<file path="src/itoa_pkg.sv">
// Shared types and constants for the integer to ASCII radix converter.
package itoa_pkg;

  // Operand and digit geometry
  localparam int DATA_W     = 32;
  localparam int RADIX_W    = 5;
  localparam int DIGIT_W    = 4;
  localparam int CHAR_W     = 8;
  localparam int CHUNK_BITS = 8;
  localparam int CHUNKS     = DATA_W / CHUNK_BITS;
  localparam int CHUNK_CNT_W = $clog2(CHUNKS);
  localparam int SHIFT_W    = 3;

  // Radix bounds and the signed base
  localparam logic [RADIX_W-1:0] RADIX_MIN = 5'd2;
  localparam logic [RADIX_W-1:0] RADIX_MAX = 5'd16;
  localparam logic [RADIX_W-1:0] RADIX_TEN = 5'd10;

  // Power-of-two bases handled by the shift path
  localparam logic [RADIX_W-1:0] RADIX_TWO     = 5'd2;
  localparam logic [RADIX_W-1:0] RADIX_FOUR    = 5'd4;
  localparam logic [RADIX_W-1:0] RADIX_EIGHT   = 5'd8;
  localparam logic [RADIX_W-1:0] RADIX_SIXTEEN = 5'd16;

  // Special characters
  localparam logic [CHAR_W-1:0] CHAR_MINUS = 8'h2D;
  localparam logic [CHAR_W-1:0] CHAR_ERROR = 8'h00;

  // Digit glyphs, entry n is the character for digit value n
  localparam logic [15:0][CHAR_W-1:0] GLYPHS = {
    8'h46, 8'h45, 8'h44, 8'h43, 8'h42, 8'h41, 8'h39, 8'h38,
    8'h37, 8'h36, 8'h35, 8'h34, 8'h33, 8'h32, 8'h31, 8'h30
  };

  // Sequencer states
  typedef enum logic [2:0] {
    ST_IDLE,
    ST_ERROR,
    ST_DIVIDE,
    ST_FETCH,
    ST_SIGN,
    ST_EMIT
  } itoa_state_t;

endpackage

</file>
<file path="src/itoa_ram.sv">
// Generic single-port-write, single-port-read RAM with registered read data.
module itoa_ram #(
  parameter int WIDTH = 4,
  parameter int DEPTH = 32
) (
  input  logic                     clk,
  input  logic                     wr_en,
  input  logic [$clog2(DEPTH)-1:0] wr_addr,
  input  logic [WIDTH-1:0]         wr_data,
  input  logic [$clog2(DEPTH)-1:0] rd_addr,
  output logic [WIDTH-1:0]         rd_data
);

  logic [WIDTH-1:0] mem [DEPTH];

  // Write port
  always_ff @(posedge clk) begin
    if (wr_en) begin
      mem[wr_addr] <= wr_data;
    end
  end

  // Registered read port
  always_ff @(posedge clk) begin
    rd_data <= mem[rd_addr];
  end

endmodule

</file>
<file path="src/integer_to_ascii_radix.sv">
// Integer to ASCII converter for bases 2 to 16, most significant digit first.
// A request is taken only while the sequencer is idle; each digit then comes from the shift
// path in base 2, 4, 8 or 16 and from the shared divider in other bases (8 quotient bits a
// cycle), and the top digit is fetched before the first character. Characters leave at
// one per cycle while the output is not stalled. A bad radix gives a single result.
// A new request is not taken until the last character of the one before is in the output
// register.
// Reset clears the sequencer and the output valid.
module integer_to_ascii_radix import itoa_pkg::*; #(
  parameter int DIGIT_DEPTH = 32
) (
  input  logic                      clk,
  input  logic                      rst,
  input  logic                      in_valid,
  output logic                      in_stall,
  input  logic signed [DATA_W-1:0]  value,
  input  logic [RADIX_W-1:0]        radix,
  output logic                      out_valid,
  input  logic                      out_stall,
  output logic [CHAR_W-1:0]         character,
  output logic                      last_char,
  output logic                      bad_radix
);

  localparam int ADDR_W = $clog2(DIGIT_DEPTH);
  localparam int CNT_W  = $clog2(DIGIT_DEPTH + 1);

  itoa_state_t state, state_next;

  logic [DATA_W-1:0]      quotient;
  logic [RADIX_W-1:0]     rem;
  logic [CHUNK_CNT_W-1:0] chunk;
  logic [RADIX_W-1:0]     radix_reg;
  logic                   pow2;
  logic [SHIFT_W-1:0]     shift_amt;
  logic                   negative;
  logic [CNT_W-1:0]       count;
  logic [ADDR_W-1:0]      idx;

  logic                   accept;
  logic                   radix_bad;
  logic                   radix_pow2;
  logic [SHIFT_W-1:0]     radix_shift;
  logic                   in_negative;

  logic [RADIX_W-1:0]     rem_step;
  logic [CHUNK_BITS-1:0]  quot_bits;
  logic [DATA_W-1:0]      quot_step;
  logic [DIGIT_W-1:0]     digit_mask;
  logic [DIGIT_W-1:0]     digit_p2;
  logic [DATA_W-1:0]      quot_p2;

  logic                   digit_write;
  logic [DIGIT_W-1:0]     digit_value;
  logic [DATA_W-1:0]      quot_new;
  logic [CNT_W-1:0]       count_inc;
  logic                   divide_done;

  logic                   slot_free;
  logic                   load_out;
  logic [CHAR_W-1:0]      load_char;
  logic                   load_last;
  logic                   load_bad;
  logic [ADDR_W-1:0]      rd_addr;
  logic [DIGIT_W-1:0]     rd_data;

  // Input handshake and request decode
  assign in_stall    = (state != ST_IDLE);
  assign accept      = in_valid && !in_stall;
  assign radix_bad   = (radix < RADIX_MIN) || (radix > RADIX_MAX);
  assign in_negative = (radix == RADIX_TEN) && value[DATA_W-1];

  // Map power-of-two bases to a shift amount
  always_comb begin
    radix_pow2  = 1'b1;
    radix_shift = '0;
    unique case (radix)
      RADIX_TWO:     radix_shift = 3'd1;
      RADIX_FOUR:    radix_shift = 3'd2;
      RADIX_EIGHT:   radix_shift = 3'd3;
      RADIX_SIXTEEN: radix_shift = 3'd4;
      default:       radix_pow2  = 1'b0;
    endcase
  end

  // Shared divider: eight restoring steps on the top byte of the quotient
  always_comb begin
    logic [RADIX_W-1:0] r;
    logic [RADIX_W-1:0] t;
    r         = rem;
    quot_bits = '0;
    for (int i = 0; i < CHUNK_BITS; i++) begin
      t = {r[DIGIT_W-1:0], quotient[DATA_W-1-i]};
      if (t >= radix_reg) begin
        t = t - radix_reg;
        quot_bits[CHUNK_BITS-1-i] = 1'b1;
      end
      r = t;
    end
    rem_step = r;
  end
  assign quot_step = {quotient[DATA_W-CHUNK_BITS-1:0], quot_bits};

  // Shift path for power-of-two bases
  assign digit_mask = radix_reg[DIGIT_W-1:0] - 1'b1;
  assign digit_p2   = quotient[DIGIT_W-1:0] & digit_mask;
  assign quot_p2    = quotient >> shift_amt;

  // Digit completion
  assign digit_write = (state == ST_DIVIDE) &&
                       (pow2 || (chunk == CHUNK_CNT_W'(CHUNKS - 1)));
  assign digit_value = pow2 ? digit_p2 : rem_step[DIGIT_W-1:0];
  assign quot_new    = pow2 ? quot_p2 : quot_step;
  assign count_inc   = count + 1'b1;
  assign divide_done = digit_write &&
                       ((quot_new == '0) || (count_inc == CNT_W'(DIGIT_DEPTH)));

  // Output slot is free when empty or being taken this cycle
  assign slot_free = !out_valid || !out_stall;

  // Next state
  always_comb begin
    state_next = state;
    unique case (state)
      ST_IDLE: begin
        if (accept) begin
          state_next = radix_bad ? ST_ERROR : ST_DIVIDE;
        end
      end
      ST_ERROR: begin
        if (slot_free) state_next = ST_IDLE;
      end
      ST_DIVIDE: begin
        if (divide_done) state_next = ST_FETCH;
      end
      ST_FETCH: begin
        state_next = negative ? ST_SIGN : ST_EMIT;
      end
      ST_SIGN: begin
        if (slot_free) state_next = ST_EMIT;
      end
      ST_EMIT: begin
        if (slot_free && (idx == '0)) state_next = ST_IDLE;
      end
      default: state_next = ST_IDLE;
    endcase
  end

  // Output register loads and digit read address
  always_comb begin
    load_out  = 1'b0;
    load_char = CHAR_ERROR;
    load_last = 1'b0;
    load_bad  = 1'b0;
    rd_addr   = idx;
    unique case (state)
      ST_ERROR: begin
        load_out  = slot_free;
        load_last = 1'b1;
        load_bad  = 1'b1;
      end
      ST_SIGN: begin
        load_out  = slot_free;
        load_char = CHAR_MINUS;
      end
      ST_EMIT: begin
        load_out  = slot_free;
        load_char = GLYPHS[rd_data];
        load_last = (idx == '0);
        if (slot_free && (idx != '0)) rd_addr = idx - 1'b1;
      end
      default: begin
        load_out = 1'b0;
      end
    endcase
  end

  // Sequencer state
  always_ff @(posedge clk) begin
    if (rst) begin
      state <= ST_IDLE;
      count <= '0;
    end else begin
      state <= state_next;
      if (accept) begin
        count <= '0;
      end else if (digit_write) begin
        count <= count_inc;
      end
    end
  end

  // Load a new request, advance the divider, step down through the digits
  always_ff @(posedge clk) begin
    if (accept) begin
      radix_reg <= radix;
      pow2      <= radix_pow2;
      shift_amt <= radix_shift;
      negative  <= in_negative;
      quotient  <= in_negative ? (~value + 1'b1) : value;
      rem       <= '0;
      chunk     <= '0;
    end else if (state == ST_DIVIDE) begin
      quotient <= quot_new;
      if (digit_write) begin
        rem   <= '0;
        chunk <= '0;
      end else begin
        rem   <= rem_step;
        chunk <= chunk + 1'b1;
      end
    end
    if (divide_done) begin
      idx <= count[ADDR_W-1:0];
    end else if ((state == ST_EMIT) && slot_free && (idx != '0)) begin
      idx <= idx - 1'b1;
    end
  end

  // Output register
  always_ff @(posedge clk) begin
    if (rst) begin
      out_valid <= 1'b0;
    end else if (load_out) begin
      out_valid <= 1'b1;
    end else if (!out_stall) begin
      out_valid <= 1'b0;
    end
  end

  always_ff @(posedge clk) begin
    if (load_out) begin
      character <= load_char;
      last_char <= load_last;
      bad_radix <= load_bad;
    end
  end

  // Digit store
  itoa_ram #(
    .WIDTH (DIGIT_W),
    .DEPTH (DIGIT_DEPTH)
  ) u_digits (
    .clk     (clk),
    .wr_en   (digit_write),
    .wr_addr (count[ADDR_W-1:0]),
    .wr_data (digit_value),
    .rd_addr (rd_addr),
    .rd_data (rd_data)
  );

  // Divider remainder stays below the base
  a_rem_range: assert property (@(posedge clk) disable iff (rst)
    (state == ST_DIVIDE) && !pow2 |-> (rem < radix_reg))
    else $error("divider remainder not below radix");

  // Digit count never passes the store depth
  a_count_bound: assert property (@(posedge clk) disable iff (rst)
    count <= CNT_W'(DIGIT_DEPTH))
    else $error("digit count beyond store depth");

  // A bad radix request goes straight to the error result
  a_bad_path: assert property (@(posedge clk) disable iff (rst)
    accept && radix_bad |=> (state == ST_ERROR))
    else $error("bad radix request did not take error path");

  // Error results are single, zero and flagged last
  a_bad_result: assert property (@(posedge clk) disable iff (rst)
    out_valid && bad_radix |-> last_char && (character == CHAR_ERROR))
    else $error("malformed error result");

  // A minus sign only comes from a signed base and is never the last character
  a_minus_base: assert property (@(posedge clk) disable iff (rst)
    out_valid && !bad_radix && (character == CHAR_MINUS) |->
      (radix_reg == RADIX_TEN) && !last_char)
    else $error("minus sign outside base ten conversion");

endmodule

</file>
<file path="config.mk">
export PLATFORM = sky130hd
export DESIGN_NAME = integer_to_ascii_radix
export DESIGN_NICKNAME = d
export VERILOG_FILES = /design/src/itoa_pkg.sv /design/src/itoa_ram.sv /design/src/integer_to_ascii_radix.sv
export SDC_FILE = /design/constraint.sdc
export NUM_CORES = 1
export LEC_CHECK = 0
export BUFFER_PORTS_ARGS = -buffer_cell sky130_fd_sc_hd__buf_2
export CORE_MARGIN = 2
export CORE_UTILIZATION = 68
export DETAILED_ROUTE_END_ITERATION = 8
export PLACE_DENSITY = 0.87
export SYNTH_ARGS = -nofsm -noshare
export SYNTH_HDL_FRONTEND = slang
export SYNTH_SLANG_ARGS = --single-unit
export TNS_END_PERCENT = 5
</file>
<file path="constraint.sdc">
create_clock -name clk -period 18.07 [get_ports clk]
set_clock_uncertainty 0.05 [all_clocks]
set_input_delay 2.7105 -clock clk [delete_from_list [all_inputs] [get_ports clk]]
set_output_delay 2.7105 -clock clk [all_outputs]
set_load 0.01 [all_outputs]
</file>
==> flow_summary.ini <==
[cells_and_area]
largest-register = u_digits.mem
multiInputGateArea_mm2 = 0.00626
layout_commonest_cell = edfxtp_1
antenna_cells = 0
largest_register_ffs = 128
layout-area-overhead-vs-synth_pct = 8.71
register_area_mm2 = 0.00593
nFillCells = 1122
drive_gt1_share_pct = 12.9
final_cell_mix = edfxtp_1, nand2_1, nor2_1
largestRegisters = u_digits.mem (128), quotient (32), character (7)
fin_nets = 1308

[detailed_routing]
dr_wl_met2_mm = 13.9
drt-met1-wl_mm = 12.7
vias = 9914
top_layer = met5
initialDrtViolationCount = 1423
viasPerCell = 6.82
dr_wl_met3_mm = 3.98
wl_mm = 31.2
drtPass1Iterations = 5
drc = 0
wire_per_inst_um = 21.5
antenna_left = 0

[sta]
max_freq_ghz = 0.0721
tns_ns = 0
worstMarginPinSlew_ns = 1.07
hold_viol_final = 0
slew_violations = 0
fin_crit_ns = 13.87
rsz0062_at_grt = no
period_share_pct = 76.7
slew_headroom_pct = 27.8
setup_viol = 0

[place]
dp_hpwl_mm = 21.2
io_buffers = 51
gp_congestion = 0.926

[clock_network]
cts_buffers = 21
post_cts_buffers = 0
clk_latency_ns = 0.52
cts.clk_slew.worst_paths_ns = 0.06
cts-root-buf = clkbuf_16
clockBufferDepth = 3
clkSinkCount = 204
htreeDepth = 1
hold_buffers = 0
postCtsResizedCells = 0
cts_tree = done

[yosys]
synth_seq_cells = 204
synthCells = 1172
syn_avg_cell_area_um2 = 10.8
synth_area_mm2 = 0.0127
yosys_warnings = 0
async_flop_share_pct = 0
synth-edff-count = 184
yosysUniqueCellTypes = 83
synth_nets = 1271
seq_area_frac_synth_pct = 46.8
ys.flop_type = edfxtp_1

[critical_path]
cp-end-kind = flip-flop
cpMaxStageDelayCell = nor3_1
max_stage_delay_ns = 0.78
critPathTopFamily = compound AO/OA/AOI/OAI gates
worstPathRequired_ns = 18.29
worst_setup_path_start_kind = flip-flop
critical_path.max_fanout = 10
worst_path_most_repeated_cell = ha_1
path_class = flip-flop to flip-flop
cp.arrival_ns = 14.09
cp_num_buf_inv = 5

[global_route]
grt_usage_pct = 31.6
grt_pass1_wl_mm = 49.6
antenna_found_initial = 1
overflow = 0
grt_pass1_vias = 9347
grt_max_degree = 67

[floorplanning]
die-area_mm2 = 0.0197
io_pins = 53
die_w_um = 140
start_util_pct = 70.0
coreArea_mm2 = 0.0181
num_rows = 49
die_y_um = 140

[min_path]
min_path_type = flip-flop to flip-flop

[outcome]
outcome = completed

[run]
drv_cap = 0
layer usage:
metal	track usage, %	up-vias
li1	-	4490
met1	45.9	4665
met2	48.9	687
met3	7.35	70
met4	7.76	2
met5	0	-
stage by stage:
| stage | setup WS [ns] | hold slack [ns] | util, % | instance area, µm² | cells |
|---|---|---|---|---|---|
| after floorplan | 5.72 | 0.382 | - | 12700 | 1172 |
| after global routing | 3.25 | 0.474 | 76.1 | 13800 | 1453 |
| after detailed placement | 4.35 | 0.422 | 72.3 | 13100 | 1415 |
| final | 4.20 | 0.431 | 76.1 | 13800 | 1453 |
| after CTS | 4.30 | 0.434 | 76.1 | 13800 | 1453 |
| after global placement | 4.98 | 0.402 | 72.3 | 13100 | 1415 |
layout make-up:
class,count,share of cell area (%)
inverters,59,1.61
well taps,229,2.08
multi-input cells,856,45.5
clock inverters,7,0.664
clock buffers,31,4.38
flip-flops and latches,204,43.1
repair buffers,67,2.73
kinds of logic (layout without fill, tap and decap cells):
group / Yosys count / in the layout / share of synthesized area [%]
simple gates: 359 / 359 / 13.4
compound gates: 251 / 251 / 13.6
xor+xnor: 58 / 58 / 4.01
fa+ha+maj: 58 / 58 / 6.21
buf+inv: 112 / 164 / 3.91
other cells: 1 / 1 / 0.0296
mux: 129 / 129 / 12.1
flops: 204 / 204 / 46.8
cell usage after synthesis, types with 15 or more instances:
master / number / share of area [%]
a21oi_1: 59 / 2.3
a22oi_1: 18 / 1.1
buf_2: 18 / 0.71
clkbuf_1: 25 / 0.74
dfxtp_1: 20 / 3.2
edfxtp_1: 184 / 44
ha_1: 50 / 4.9
inv_1: 56 / 1.7
mux2_2: 23 / 2.0
mux2i_1: 88 / 7.0
nand2_1: 124 / 3.7
nand3_1: 15 / 0.59
nor2_1: 89 / 2.6
nor2b_1: 16 / 0.79
nor3_1: 32 / 1.3
o21ai_0: 47 / 1.9
xnor2_1: 30 / 2.1
xor2_1: 28 / 1.9
worst min-delay path: stages, from the launching register on:
cell and delay (ns):
dfxtp_1 0.34, nand2_1 0.05, o21ai_0 0.06
worst paths after layout:
check	to	depth (start not counted)	slack (ns)	from
setup / recovery	idx[3]	48	4.20	radix_reg[1]
setup reg to reg	idx[3]	48	4.20	radix_reg[1]
hold / removal	rem[3]	2	0.43	rem[3]
hold reg to reg	rem[3]	2	0.43	rem[3]
Power is left out: the tool's default activity adds up to more than one toggle a clock period on the data nets, which glitch-free logic cannot reach.
